--- src/rtl/core/csvf_pkg.sv ---
// Shared types and constants for the cascaded state-variable filter core.
// Holds register indexes, response codes, reset values and the sequencer states.
// No dependencies.
package csvf_pkg;

  // configuration port shape
  localparam int unsigned CFG_IDX_W  = 3;
  localparam int unsigned CFG_DATA_W = 16;

  // register indexes
  localparam logic [CFG_IDX_W-1:0] REG_FILTER_TYPE  = 3'd0;
  localparam logic [CFG_IDX_W-1:0] REG_EXTRA_STAGES = 3'd1;
  localparam logic [CFG_IDX_W-1:0] REG_FREQ_COEF    = 3'd2;
  localparam logic [CFG_IDX_W-1:0] REG_DAMPING_COEF = 3'd3;
  localparam logic [CFG_IDX_W-1:0] REG_INPUT_SCALE  = 3'd4;
  localparam logic [CFG_IDX_W-1:0] REG_OUTPUT_GAIN  = 3'd5;

  // response select codes
  localparam logic [1:0] FT_LOW   = 2'd0;
  localparam logic [1:0] FT_HIGH  = 2'd1;
  localparam logic [1:0] FT_BAND  = 2'd2;
  localparam logic [1:0] FT_NOTCH = 2'd3;

  // register reset values
  localparam logic [1:0]  FILTER_TYPE_RST  = FT_LOW;
  localparam logic [2:0]  EXTRA_STAGES_RST = 3'd0;
  localparam logic [15:0] FREQ_COEF_RST    = 16'd6554;
  localparam logic [15:0] DAMPING_COEF_RST = 16'd32768;
  localparam logic [15:0] INPUT_SCALE_RST  = 16'd46341;
  localparam logic [15:0] OUTPUT_GAIN_RST  = 16'd8192;

  // stage state word and shared multiplier widths
  localparam int unsigned STATE_W = 32;
  localparam int unsigned COEF_W  = 16;
  localparam int unsigned PROD_W  = 49;

  // sequencer states
  typedef enum logic [7:0] {
    ST_IDLE = 8'b0000_0001,
    ST_LOW  = 8'b0000_0010,
    ST_SCL  = 8'b0000_0100,
    ST_HIGH = 8'b0000_1000,
    ST_MHI  = 8'b0001_0000,
    ST_BAND = 8'b0010_0000,
    ST_GAIN = 8'b0100_0000,
    ST_SAT  = 8'b1000_0000
  } state_e;

endpackage

--- src/rtl/core/cascaded_state_variable_filter_core.sv ---
// Each accepted item passes all N active stages (N = 1..MAX_STAGES+1), then the output gain.
// A new item is taken only after the last leaves the saturation step, which holds while the
// output stalls; the one shared 32x17 multiplier sets this, with four products per stage and
// one for the output gain. Reset (rst_ni, async, active low) loads the register defaults and
// clears all stage state at once; after reset the block is idle and takes items.
// Cascaded state-variable filter core: sequencer, shared multiplier, stage state store.
// Depends on csvf_pkg.
module cascaded_state_variable_filter_core #(
  parameter int MAX_STAGES   = 5,
  parameter int SAMPLE_WIDTH = 16
) (
  input  logic                                 clk_i,
  input  logic                                 rst_ni,
  // configuration write port
  input  logic                                 cfg_we_i,
  input  logic [csvf_pkg::CFG_IDX_W-1:0]       cfg_idx_i,
  input  logic [csvf_pkg::CFG_DATA_W-1:0]      cfg_data_i,
  // input item channel
  input  logic                                 in_valid_i,
  output logic                                 in_stall_o,
  input  logic signed [SAMPLE_WIDTH-1:0]       sample_in_i,
  // result item channel
  output logic                                 out_valid_o,
  input  logic                                 out_stall_i,
  output logic signed [SAMPLE_WIDTH-1:0]       sample_out_o
);

  localparam int DEPTH = MAX_STAGES + 1;
  localparam int IDX_W = (DEPTH > 1) ? $clog2(DEPTH) : 1;
  localparam int SW    = csvf_pkg::STATE_W;
  localparam int PW    = csvf_pkg::PROD_W;
  localparam logic signed [35:0] OUT_MAX = (36'sd1 <<< (SAMPLE_WIDTH - 1)) - 36'sd1;
  localparam logic signed [35:0] OUT_MIN = -OUT_MAX - 36'sd1;

  // saturate a wide sum to the signed 32-bit stage range
  function automatic logic signed [SW-1:0] sat32(input logic signed [35:0] v);
    logic signed [SW-1:0] r;
    if (v > 36'sh0_7FFF_FFFF) begin
      r = 32'sh7FFF_FFFF;
    end else if (v < -36'sh0_8000_0000) begin
      r = -32'sh8000_0000;
    end else begin
      r = v[SW-1:0];
    end
    return r;
  endfunction

  // configuration registers
  logic [1:0]                     type_q;
  logic [2:0]                     extra_q;
  logic [csvf_pkg::COEF_W-1:0]    freq_q;
  logic [csvf_pkg::COEF_W-1:0]    damp_q;
  logic [csvf_pkg::COEF_W-1:0]    scale_q;
  logic [csvf_pkg::COEF_W-1:0]    gain_q;
  logic                           clear_stages;

  always_ff @(posedge clk_i or negedge rst_ni) begin
    if (!rst_ni) begin
      type_q  <= csvf_pkg::FILTER_TYPE_RST;
      extra_q <= csvf_pkg::EXTRA_STAGES_RST;
      freq_q  <= csvf_pkg::FREQ_COEF_RST;
      damp_q  <= csvf_pkg::DAMPING_COEF_RST;
      scale_q <= csvf_pkg::INPUT_SCALE_RST;
      gain_q  <= csvf_pkg::OUTPUT_GAIN_RST;
    end else if (cfg_we_i) begin
      case (cfg_idx_i)
        csvf_pkg::REG_FILTER_TYPE:  type_q  <= cfg_data_i[1:0];
        csvf_pkg::REG_EXTRA_STAGES: extra_q <= cfg_data_i[2:0];
        csvf_pkg::REG_FREQ_COEF:    freq_q  <= cfg_data_i;
        csvf_pkg::REG_DAMPING_COEF: damp_q  <= cfg_data_i;
        csvf_pkg::REG_INPUT_SCALE:  scale_q <= cfg_data_i;
        csvf_pkg::REG_OUTPUT_GAIN:  gain_q  <= cfg_data_i;
        default: ;
      endcase
    end
  end

  assign clear_stages = cfg_we_i && (cfg_idx_i == csvf_pkg::REG_EXTRA_STAGES);

  // index of the last active stage, extra_stages clamped to MAX_STAGES
  logic [IDX_W-1:0] last_idx;
  assign last_idx = (int'(extra_q) > MAX_STAGES) ? IDX_W'(MAX_STAGES) : IDX_W'(extra_q);

  // sequencer and working registers
  csvf_pkg::state_e       state_q, state_d;
  logic [IDX_W-1:0]       stg_q;
  logic                   is_last;
  logic signed [SW-1:0]   x_q;
  logic signed [SW-1:0]   lo_w_q;
  logic signed [SW-1:0]   bd_w_q;
  logic signed [SW-1:0]   hi_q;
  logic signed [33:0]     t_q;
  logic signed [PW-1:0]   prod_q, prod_d;
  logic                   out_valid_q;
  logic signed [SAMPLE_WIDTH-1:0] out_data_q;

  assign is_last = (stg_q == last_idx);

  // stage state store, one read port at a sequencer-chosen index
  logic signed [SW-1:0] low_q  [DEPTH];
  logic signed [SW-1:0] band_q [DEPTH];
  logic [IDX_W-1:0]     rd_idx;
  logic signed [SW-1:0] rd_low;
  logic signed [SW-1:0] rd_band;

  always_comb begin
    if (state_q == csvf_pkg::ST_IDLE) begin
      rd_idx = '0;
    end else if (state_q == csvf_pkg::ST_BAND && !is_last) begin
      rd_idx = stg_q + IDX_W'(1);
    end else begin
      rd_idx = stg_q;
    end
  end

  assign rd_low  = low_q[rd_idx];
  assign rd_band = band_q[rd_idx];

  // shared multiplier operand select
  logic signed [SW-1:0]          mul_a;
  logic [csvf_pkg::COEF_W-1:0]   mul_b;
  logic signed [csvf_pkg::COEF_W:0] mul_b_s;

  always_comb begin
    case (state_q)
      csvf_pkg::ST_IDLE: begin
        mul_a = rd_band;
        mul_b = freq_q;
      end
      csvf_pkg::ST_LOW: begin
        mul_a = x_q;
        mul_b = scale_q;
      end
      csvf_pkg::ST_SCL: begin
        mul_a = bd_w_q;
        mul_b = damp_q;
      end
      csvf_pkg::ST_MHI: begin
        mul_a = hi_q;
        mul_b = freq_q;
      end
      csvf_pkg::ST_BAND: begin
        mul_a = rd_band;
        mul_b = freq_q;
      end
      csvf_pkg::ST_GAIN: begin
        mul_a = x_q;
        mul_b = gain_q;
      end
      default: begin
        mul_a = x_q;
        mul_b = gain_q;
      end
    endcase
  end

  assign mul_b_s = $signed({1'b0, mul_b});
  assign prod_d  = mul_a * mul_b_s;

  // floor shifts of the registered product
  logic signed [32:0] prod_sh16;
  logic signed [35:0] prod_sh13;
  assign prod_sh16 = prod_q[PW-1:16];
  assign prod_sh13 = prod_q[PW-1:13];

  // stage arithmetic
  logic signed [SW-1:0] lo_new;
  logic signed [33:0]   t_new;
  logic signed [SW-1:0] hi_new;
  logic signed [SW-1:0] bd_new;
  logic signed [SW-1:0] nt_new;
  logic signed [SW-1:0] resp;
  logic signed [SW-1:0] x_in;
  logic signed [SAMPLE_WIDTH-1:0] y_sat;

  assign lo_new = sat32(36'(lo_w_q) + 36'(prod_sh16));
  assign t_new  = 34'(prod_sh16) - 34'(lo_w_q);
  assign hi_new = sat32(36'(t_q) - 36'(prod_sh16));
  assign bd_new = sat32(36'(prod_sh16) + 36'(bd_w_q));
  assign nt_new = sat32(36'(hi_q) + 36'(lo_w_q));
  assign x_in   = SW'(sample_in_i);

  always_comb begin
    case (type_q)
      csvf_pkg::FT_LOW:  resp = lo_w_q;
      csvf_pkg::FT_HIGH: resp = hi_q;
      csvf_pkg::FT_BAND: resp = bd_new;
      default:           resp = nt_new;
    endcase
  end

  // output gain saturation
  always_comb begin
    if (prod_sh13 > OUT_MAX) begin
      y_sat = OUT_MAX[SAMPLE_WIDTH-1:0];
    end else if (prod_sh13 < OUT_MIN) begin
      y_sat = OUT_MIN[SAMPLE_WIDTH-1:0];
    end else begin
      y_sat = prod_sh13[SAMPLE_WIDTH-1:0];
    end
  end

  // next state
  logic out_free;
  assign out_free = !out_valid_q || !out_stall_i;

  always_comb begin
    state_d = state_q;
    case (state_q)
      csvf_pkg::ST_IDLE: if (in_valid_i) state_d = csvf_pkg::ST_LOW;
      csvf_pkg::ST_LOW:  state_d = csvf_pkg::ST_SCL;
      csvf_pkg::ST_SCL:  state_d = csvf_pkg::ST_HIGH;
      csvf_pkg::ST_HIGH: state_d = csvf_pkg::ST_MHI;
      csvf_pkg::ST_MHI:  state_d = csvf_pkg::ST_BAND;
      csvf_pkg::ST_BAND: state_d = is_last ? csvf_pkg::ST_GAIN : csvf_pkg::ST_LOW;
      csvf_pkg::ST_GAIN: state_d = csvf_pkg::ST_SAT;
      csvf_pkg::ST_SAT:  if (out_free) state_d = csvf_pkg::ST_IDLE;
      default:           state_d = csvf_pkg::ST_IDLE;
    endcase
  end

  // control registers
  always_ff @(posedge clk_i or negedge rst_ni) begin
    if (!rst_ni) begin
      state_q     <= csvf_pkg::ST_IDLE;
      stg_q       <= '0;
      out_valid_q <= 1'b0;
    end else begin
      state_q <= state_d;
      if (state_q == csvf_pkg::ST_IDLE) begin
        stg_q <= '0;
      end else if (state_q == csvf_pkg::ST_BAND && !is_last) begin
        stg_q <= stg_q + IDX_W'(1);
      end
      if (state_q == csvf_pkg::ST_SAT && out_free) begin
        out_valid_q <= 1'b1;
      end else if (!out_stall_i) begin
        out_valid_q <= 1'b0;
      end
    end
  end

  // datapath registers
  always_ff @(posedge clk_i) begin
    prod_q <= prod_d;
    case (state_q)
      csvf_pkg::ST_IDLE: begin
        x_q    <= x_in;
        lo_w_q <= rd_low;
        bd_w_q <= rd_band;
      end
      csvf_pkg::ST_LOW:  lo_w_q <= lo_new;
      csvf_pkg::ST_SCL:  t_q    <= t_new;
      csvf_pkg::ST_HIGH: hi_q   <= hi_new;
      csvf_pkg::ST_BAND: begin
        x_q    <= resp;
        lo_w_q <= rd_low;
        bd_w_q <= rd_band;
      end
      csvf_pkg::ST_SAT: if (out_free) out_data_q <= y_sat;
      default: ;
    endcase
  end

  // stage state store write back, cleared on a stage count write
  always_ff @(posedge clk_i or negedge rst_ni) begin
    if (!rst_ni) begin
      for (int i = 0; i < DEPTH; i++) begin
        low_q[i]  <= '0;
        band_q[i] <= '0;
      end
    end else if (clear_stages) begin
      for (int i = 0; i < DEPTH; i++) begin
        low_q[i]  <= '0;
        band_q[i] <= '0;
      end
    end else if (state_q == csvf_pkg::ST_BAND) begin
      low_q[stg_q]  <= lo_w_q;
      band_q[stg_q] <= bd_new;
    end
  end

  assign in_stall_o   = (state_q != csvf_pkg::ST_IDLE);
  assign out_valid_o  = out_valid_q;
  assign sample_out_o = out_data_q;

`ifndef ASSERT_OFF
  // an accepted item always starts the first stage
  assert property (@(posedge clk_i) disable iff (!rst_ni)
    (in_valid_i && !in_stall_o) |=> (state_q == csvf_pkg::ST_LOW))
    else $error("accepted item did not start stage processing");

  // the stage counter never runs past the last active stage
  assert property (@(posedge clk_i) disable iff (!rst_ni)
    (state_q != csvf_pkg::ST_IDLE) |-> (stg_q <= last_idx))
    else $error("stage counter beyond last active stage");

  // a result only appears after the gain saturation step
  assert property (@(posedge clk_i) disable iff (!rst_ni)
    $rose(out_valid_o) |-> $past(state_q == csvf_pkg::ST_SAT))
    else $error("result valid without finishing an item");

  // leaving the saturation step always loads the output register
  assert property (@(posedge clk_i) disable iff (!rst_ni)
    (state_q == csvf_pkg::ST_SAT && out_free) |=>
      (out_valid_q && state_q == csvf_pkg::ST_IDLE))
    else $error("finished item not delivered to output register");
`endif

endmodule

--- config.mk ---
export PLATFORM = sky130hd
export DESIGN_NAME = cascaded_state_variable_filter_core
export DESIGN_NICKNAME = d
export VERILOG_FILES = /design/src/rtl/core/csvf_pkg.sv /design/src/rtl/core/cascaded_state_variable_filter_core.sv
export SDC_FILE = /design/constraint.sdc
export NUM_CORES = 2
export LEC_CHECK = 0
export BUFFER_PORTS_ARGS = -buffer_cell sky130_fd_sc_hd__buf_4
export CAP_MARGIN = 20
export CORE_MARGIN = 2
export CORE_UTILIZATION = 64
export DETAILED_ROUTE_END_ITERATION = 8
export GPL_TIMING_DRIVEN = 0
export PLACE_DENSITY_LB_ADDON = 0.3
export SLEW_MARGIN = 5
export SYNTH_ARGS = -nofsm -noshare
export SYNTH_HDL_FRONTEND = slang
export SYNTH_SLANG_ARGS = --single-unit
--- constraint.sdc ---
create_clock -name clk_i -period 10.4 [get_ports clk_i]
set_input_delay 2.6 -clock clk_i [delete_from_list [all_inputs] [get_ports clk_i]]
set_output_delay 2.6 -clock clk_i [all_outputs]
set_load 0.02 [all_outputs]
==> results.cfg <==
[run_status]
outcome = complete, but fails checks
violations = DRC

[synth]
seq_area_frac_synth = 0.320
synth_top_area_share = 0.202
synth-main-ff-cell = dfrtp_1
yosys-top-cells-count = nand2_1 (900), inv_1 (693), o21ai_0 (524), fa_1 (492), dfrtp_1 (448)
synth.area.top_cells = dfrtp_1 (20%), fa_1 (18%), edfxtp_1 (9.6%)
netlist_instances = 5941
synth_top_area_cell = dfrtp_1
yosysMostFrequentCell = nand2_1
yosysWarnings = 0
syn_area_sq_mm = 0.0554
synth_nets = 6754
syn_avg_cell_area_sq_um = 9.32
ys_types = 96
synth_edf_count = 178
synth-seq-cells = 679
synth-async-reset-ratio = 0.685

[timing]
finalCritPeriodShare = 0.982
fmax_mhz = 97.9
period_minus_slack_ns = 10.21
relSlewSlack = 0.0380
holdWs_ns = 0.478
finalMaxSlewViolations = 0
finClkSkew_ns = 0.0469
rsz0062_at_grt = no
hold_viol = 0
setup_viol = 0
worstMarginPinSlew_ns = 1.44

[global_routing]
antenna_found_initial = 20
gr-total-overflow = 0
grt_pass1_wl_mm = 294
grt_max_degree = 114
grt_pass1_vias = 47500
track_usage = 0.447

[finish]
fill_cells = 6390
area_growth_pct = 10.0
layout.nets = 6936
seq_area_sq_mm = 0.0177
drive_above_1_share = 0.0909
multiInputGateArea_sq_mm = 0.0342

[routing]
vias_per_cell = 6.55
ant_nets = 0
wl_per_cell_microns = 27.1
vias = 48100
drc = 11
drt-total-wl_mm = 199
drt_first_pass_iters = 9
dr.first_iter.drc_count = 6653

[floorplanning]
design.portCount = 58
die_w_microns = 298
core-area_sq_mm = 0.0854
core.rowCount = 107
die-area_sq_mm = 0.0889
dieHeight_microns = 298
initial_utilization = 0.649

[placed_design]
routabilityCongestion = 1.04
place_hpwl_mm = 155
port_buffers = 57

[clock_tree]
clock_latency_ns = 0.67
ctsRootBufferMaster = clkbuf_16
cts.reportedPaths.clkPinSlew_ns = 0.06
cts_sinks = 679
clock_path_buffers = 3
cts_hold_buf = 0
cts_made_buffers = 74
htreeDepth = 3
cts_tree = built

[run]
maxCapViolations = 0

[setup_path]
critical_path_arrival_ns = 10.75
slowest_delay_ns = 0.60
endpoint_kind = flip-flop
crit_required_ns = 10.93
slowest_stage = fa_1
startpoint_type = flip-flop
cp_max_fo = 10
crit_top_cell = fa_1
worst-setup-path-type = flip-flop to flip-flop

[min_path]
min_path_type = flip-flop to flip-flop
==> critical path: cells and delay by family (launching register included) <==
kind	cells	cell delay [ns]
AO/OA/AOI/OAI	8	2.03
AND/OR/NAND/NOR	7	2.02
XOR/XNOR	1	0.13
buffers and inverters	9	2.02
adder cells (fa/ha/maj)	7	3.46
flip-flops	1	0.40
==> path summary, 6_finish.rpt <==
check                           cells after the start                     from  slack, ns                      end
worst max-delay path                               32   state_q[0]$_DFFE_PN1P_       0.19       prod_q[46]$_DFF_P_
worst min-delay path                                2  band_q[151]$_DFFE_PN0P_       0.48  band_q[151]$_DFFE_PN0P_
worst max register to register                     32   state_q[0]$_DFFE_PN1P_       0.19       prod_q[46]$_DFF_P_
worst min register to register                      2  band_q[151]$_DFFE_PN0P_       0.48  band_q[151]$_DFFE_PN0P_
max in group asynchronous                           5                   rst_ni       6.19  band_q[187]$_DFFE_PN0P_
min in group asynchronous                           1                   rst_ni       1.93   damp_q[10]$_DFFE_PN0P_
==> timing repair <==
| action | CTS | global route |
|---|---|---|
| setup buffers | 7 | 14 |
| endpoints found under the setup margin | 29 | 20 |
| pin swaps | 5 | 12 |
| resized for setup | 40 | 103 |
==> cell usage in the layout (no fill, tap or decap), drive strengths merged, types with 47 or more instances in the layout <==
cell type and instances:
fa 492, a21oi 315, a22o 52, nor3 47, xnor2 136, nand3 72, ha 281, mux2 66
xor2 50, mux4 48, edfxtp 178, nor2 390, a21o 99, and2 55, mux2i 61, buf 170
o21ai 532, dfrtp 448, clkbuf 360, inv 698, nand2 910
==> layer usage <==
layer	GRT usage	routed length (microns)
met1	0.608	75000
met2	0.655	85200
met3	0.128	25800
met4	0.232	12500
met5	0	50
==> layout make-up <==
type                       instances  area share
antenna                            4    0.000164
timing repair buffer             110      0.0159
inverter                         695      0.0429
clock inverter                    34     0.00725
buffer                           317      0.0234
clock buffer                     103      0.0355
tap                             1144      0.0235
sequential                       679       0.291
multi-input combinational       4246       0.561
==> registers in the layout, summed over array words and instances, names as in the netlist, 8 cells and up <==
name          cells
state_q           8
lo_w_q           32
scale_q          16
damp_q           16
prod_q           36
bd_w_q           32
x_q              32
sample_out_o     16
hi_q             32
gain_q           16
band_q          192
t_q              34
low_q           192
freq_q           16
==> per-stage QoR <==
step | setup slack [ns] | std cells | util | TNS (ns) | area [sq um]
2_1_floorplan | 1.29 | 5941 | - | 0 | 55400
3_3_place_gp | -2.00 | 7142 | 0.670 | -20.66 | 57300
3_5_place_dp | -1.76 | 7166 | 0.674 | -18.19 | 57600
6_report | 0.186 | 7332 | 0.714 | 0 | 61000
4_1_cts | 0.0209 | 7310 | 0.708 | 0 | 60500
5_1_grt | 0.00633 | 7328 | 0.714 | 0 | 60900
==> kinds of logic (layout without fill, tap and decap cells) <==
kind of cell,count (synthesis),after routing,synth area share
other,0,4,0
buffers and inverters,1016,1259,0.0720
adder cells (fa/ha/maj),782,782,0.243
AND/OR/NAND/NOR,1683,1683,0.131
AO/OA/AOI/OAI,1420,1420,0.161
XOR/XNOR,186,186,0.0294
flip-flops,679,679,0.320
multiplexers,175,175,0.0440
Power is not shown: default switching activity piles up to over one toggle a cycle in this logic, so the estimate is an artifact.
